<file path="src/design/per_document_top_k_label_keeper_assert.svh">
// Assertion macros for the per-document top-K label keeper.
// Expects signals clk and arst_n in the module that uses them.
`ifndef PER_DOCUMENT_TOP_K_LABEL_KEEPER_ASSERT_SVH
`define PER_DOCUMENT_TOP_K_LABEL_KEEPER_ASSERT_SVH

// Same-cycle implication, checked outside reset.
`define PTK_ASSERT_IMP(name, ante, cons, msg) \
	name: assert property (@(posedge clk) disable iff (!arst_n) (ante) |-> (cons)) \
		else $error(msg);

// Next-cycle implication, checked outside reset.
`define PTK_ASSERT_NXT(name, ante, cons, msg) \
	name: assert property (@(posedge clk) disable iff (!arst_n) (ante) |=> (cons)) \
		else $error(msg);

`endif

</file>
<file path="src/design/ptk_pkg.sv">
// Package for the per-document top-K label keeper: sizes, codes and types.
// Used by ptk_insert and per_document_top_k_label_keeper; depends on nothing.
package ptk_pkg;

	localparam int K_MAX       = 16;
	localparam int DOC_COUNT   = 1024;
	localparam int LABEL_WIDTH = 20;

	localparam int DOC_W   = 10;
	localparam int IDX_W   = $clog2(K_MAX);
	localparam int CNT_W   = $clog2(K_MAX + 1);
	localparam int SCORE_W = 32;
	localparam int ADDR_W  = $clog2(DOC_COUNT);

	// Operation codes carried in the input tuser.
	typedef enum logic [1:0] {
		FN_SET_LIMIT = 2'd0,
		FN_OFFER     = 2'd1,
		FN_READ      = 2'd2,
		FN_NONE      = 2'd3
	} func_t;

	typedef enum logic [2:0] {
		ST_CLEAR,
		ST_IDLE,
		ST_EXEC,
		ST_EMIT
	} state_t;

	typedef struct packed {
		logic [LABEL_WIDTH-1:0]    label;
		logic signed [SCORE_W-1:0] score;
	} entry_t;

	typedef entry_t [K_MAX-1:0] row_t;

	typedef struct packed {
		logic [CNT_W-1:0] fill;
		logic [CNT_W-1:0] limit;
	} meta_t;

	// Insertion request: slot that takes the new entry before it moves up.
	typedef struct packed {
		logic [IDX_W-1:0] slot;
		entry_t           ent;
	} ins_req_t;

	// Round a Q16.16 count half away from zero and clamp it to 1..K_MAX.
	function automatic logic [CNT_W-1:0] limit_from_count(logic signed [SCORE_W-1:0] q);
		logic [SCORE_W:0]    sum;
		logic [SCORE_W-16:0] n;
		logic [CNT_W-1:0]    res;
		sum = {1'b0, q} + (SCORE_W+1)'(32'h8000);
		n   = sum[SCORE_W:16];
		if (q < 0 || n == '0) begin
			res = CNT_W'(1);
		end else if (n > (SCORE_W-15)'(K_MAX)) begin
			res = CNT_W'(K_MAX);
		end else begin
			res = CNT_W'(n);
		end
		return res;
	endfunction

endpackage

</file>
<file path="src/design/ptk_insert.sv">
// Parallel compare-shift that places one entry into a sorted row.
// Depends on ptk_pkg.
module ptk_insert
	import ptk_pkg::*;
(
	input  row_t     row_in,
	input  ins_req_t req,
	output row_t     row_out
);

	logic [K_MAX-1:0] keep;

	// An older entry stays ahead when its score is not below the new one.
	always_comb begin
		for (int i = 0; i < K_MAX; i++) begin
			keep[i] = (IDX_W'(i) < req.slot) && (row_in[i].score >= req.ent.score);
		end
	end

	// Entries between the insertion point and the slot move down by one.
	always_comb begin
		for (int i = 0; i < K_MAX; i++) begin
			if (IDX_W'(i) > req.slot || keep[i]) begin
				row_out[i] = row_in[i];
			end else if (i == 0) begin
				row_out[i] = req.ent;
			end else if (keep[i-1]) begin
				row_out[i] = req.ent;
			end else begin
				row_out[i] = row_in[i-1];
			end
		end
	end

endmodule

</file>
<file path="config.mk">
export PLATFORM = sky130hd
export DESIGN_NAME = ptk_insert
export DESIGN_NICKNAME = d
export VERILOG_FILES = /design/src/design/per_document_top_k_label_keeper_assert.svh /design/src/design/ptk_pkg.sv /design/src/design/ptk_insert.sv
export SDC_FILE = /design/constraint.sdc
export NUM_CORES = 2
export LEC_CHECK = 0
export BUFFER_PORTS_ARGS = -buffer_cell sky130_fd_sc_hd__buf_2
export CAP_MARGIN = 20
export CORE_AREA = 10 10 657 659
export DETAILED_ROUTE_END_ITERATION = 12
export DIE_AREA = 0 0 667 669
export MAX_ROUTING_LAYER = met4
export PLACE_DENSITY = 0.3
export SYNTH_ARGS = -nofsm -noshare
export SYNTH_HDL_FRONTEND = slang
export SYNTH_SLANG_ARGS = --single-unit
</file>
<file path="constraint.sdc">
create_clock -name vclk -period 4.5
set_input_delay 0.675 -clock vclk [all_inputs]
set_output_delay 0.675 -clock vclk [all_outputs]
set_load 0.02 [all_outputs]
</file>
==> flow_metrics.py <==
metrics = {
    "cts": {
        "postCtsHoldBufs": 0,
    },
    "logic_synthesis": {
        "synthesis.area_sq_um": 29600,
        "synth_largest_area_cell": "ha_1",
        "synth_area_leaders": "ha_1, mux2i_1, mux2_2",
        "syn_nets": 5478,
        "syn_avg_cell_area_sq_um": 7.19,
        "ys_seq_area_share_pct": 0,
        "yosys_warnings": 0,
        "syn_inst": 4110,
        "synth_cell_types": 64,
        "synth_top_area_share_pct": 20.3,
    },
    "worst_setup_path": {
        "path_max_fanout": 7,
        "cp.required_ps": 3830,
        "cpLargestDelayFamily": "buffers and inverters",
        "critPathArrivalTime_ps": 4260,
        "crit_top_cell": "buf_12",
        "crit_buf_inv": 13,
        "max_stage_delay_ps": 620,
        "end_kind": "output pin",
        "path_cells": "buf_8 -> inv_8 -> buf_8 -> buf_8 -> buf_6 -> ha_4 -> nand4_1 -> buf_4 -> or4_4 -> a211o_4 -> a31oi_4 -> buf_6 -> a211oi_4 -> buf_6 -> buf_12 -> buf_12 -> buf_12 -> nor2_2 -> a21oi_1 -> buf_4 -> buf_12",
        "critical_path_class": "input pin to output pin",
        "crit_cells": 21,
        "critical-path-slowest-cell": "or4_4",
        "start_kind": "input pin",
    },
    "routing": {
        "routed-via-count": 47700,
        "dr.max_layer_used": "met4",
        "initialDrtViolationCount": 3682,
        "wl_met3_microns": 34300,
        "met2WireLength_microns": 258000,
        "drtAntennaViolNets": 0,
        "post_drt_via_cell_ratio": 3.82,
        "drc_errors": 0,
        "drt_wl_total_microns": 517000,
        "wl_per_cell_microns": 41.4,
        "met1_length_microns": 207000,
        "drt_pass1_iterations": 5,
    },
    "final_layout": {
        "register_area_sq_um": 0,
        "multiInputGateArea_sq_um": 31900,
        "area_growth_pct": 128,
        "final.clkbuf_count": 0,
        "drive_gt1_share_pct": 58.7,
        "nFillCells": 47900,
        "final_cell_mix": "buf_2, buf_4, mux2i_1, buf_12, ha_1",
        "mostFrequentLayoutCell": "buf_2",
        "nNetsFinal": 8217,
        "seq_cells": 0,
        "utilization_pct": 16.1,
    },
    "power": {
        "clkPwrFrac_pct": 0,
        "p_switching_w": 0.00965,
        "p_comb_share_pct": 100.0,
        "vdd_drop_max_v": 0.000109,
        "leakage_nw": 31.2,
        "p_int_w": 0.00695,
        "finalPower_w": 0.0166,
        "swShare_pct": 58.1,
        "power_frac_seq_pct": 0,
        "power_density_nw_per_um2": 246,
    },
    "place": {
        "hpwl_microns": 450000,
        "port_buffers": 1720,
        "post-place-ws_ps": -1340,
        "gp_congestion": 0.957,
    },
    "timing": {
        "fin_crit_sh_pct": 110,
        "fmax_ghz": 0.203,
        "rsz0062_at_grt": "yes",
        "hold_viol": 0,
        "report.final.slew_viol_count": 0,
        "finalSetupViolations": 800,
        "max_slew_margin_pct": 37.6,
        "fin_ws_ps": -431,
        "worst_slew_pin_slew_ps": 933,
        "post-route-min-period_ps": 4930,
        "timing.hold.ws_ps": 1660,
    },
    "job": {
        "drv_cap": 0,
    },
    "min_path": {
        "hold_class": "input pin to output pin",
        "min_from": "row_in[819]",
        "whs_endpoint": "row_out[819]",
        "holdPathStages": 4,
    },
    "grt": {
        "antenna_found_initial": 260,
        "overflow": 0,
        "track_usage_pct": 22.1,
        "grt_pass1_vias": 47200,
        "grt_max_degree": 55,
        "grt_pass1_wl_microns": 611000,
    },
    "die": {
        "initial_core_util_pct": 7.06,
        "core-area_sq_um": 419000,
        "ioPinCount": 1720,
        "dieHeight_microns": 669,
        "die_w_microns": 667,
        "num_rows": 238,
        "dieArea_sq_um": 446000,
    },
    "status": {
        "status": "finished with violations",
        "violations": "setup timing",
    },
}
==> kinds of logic (layout without fill, tap and decap cells) <==
logic type | count (synthesis) | after routing | synth area share (%)
adders and majority gates | 480 | 480 | 20.3
and+or+nand+nor | 1076 | 1076 | 15.6
other | 0 | 106 | 0
xor gates and xnor gates | 4 | 4 | 0.119
buffers and inverters | 528 | 3264 | 7.62
muxes | 987 | 988 | 35.9
AOI/OAI and AO/OA | 1035 | 1035 | 20.5
==> synthesized netlist by cell type, types with 7 or more instances <==
master and n:
nand2_1 423, a221oi_1 13, mux2_2 374, nor4_1 13
a2111oi_0 7, o21ai_0 298, buf_2 78, buf_6 18
and4_1 11, nor2_1 403, buf_1 13, nor3_1 25
nand2b_1 27, inv_1 203, a21o_1 44, a211o_1 9
a21oi_1 363, o211ai_1 16, mux2_4 50, ha_1 480
clkbuf_1 206, a211oi_1 72, o22ai_1 103, o31ai_1 61
nand3_1 54, buf_4 10, nand4_1 78, mux2i_1 563
nor2b_1 13
==> power by group through the flow <==
stage               combinational (W)  sequential [W]      clock (W)
finish                         0.0166               0  0.00000000269
global route                   0.0173               0  0.00000000201
CTS                            0.0159               0              0
detailed placement             0.0142               0              0
global placement               0.0142               0              0
floorplan                     0.00530               0              0
==> per-layer routing <==
layer / track usage, % / vias up
met3: 4.63 / 552
met4: 4.61 / 0
met2: 39.2 / 2411
li1: - / 20800
met5: - / -
met1: 25.6 / 23900
==> worst max path at each step <==
stage | from | endpoint
3_5_place_dp | req[5] | row_out[503]
6_report | req[28] | row_out[562]
3_3_place_gp | req[14] | row_out[225]
5_1_grt | req[23] | row_out[204]
2_1_floorplan | req[19] | row_out[147]
4_1_cts | req[11] | row_out[730]
==> per-stage QoR <==
stage,instances,area [sq um],setup TNS (ps)
floorplan,4110,29600,0
global placement,12100,57300,-795260
detailed placement,12100,57400,-609620
CTS,12300,63200,-259320
global route,12400,67400,-266970
finish,12500,67400,-174210
==> worst min-delay path, stage by stage <==
cell	delay (ps)
buf_2	80
nand2_1	50
o21ai_2	60
buf_6	110
==> final cells by class <==
class	instances	area share (%)
multi-input cells	3583	47.3
repair buffers	3061	40.8
inverters	203	1.21
diodes	106	0.393
well taps	5520	10.2
==> timing repair <==
| action | 4_1_cts | 5_1_grt |
|---|---|---|
| setup buffers | 128 | 111 |
| resized for setup | 855 | 624 |
| pin swaps | 117 | 106 |
| endpoints found under the setup margin | 831 | 832 |
| cloned | 35 | 19 |
Power figures use the tool's default switching activity.
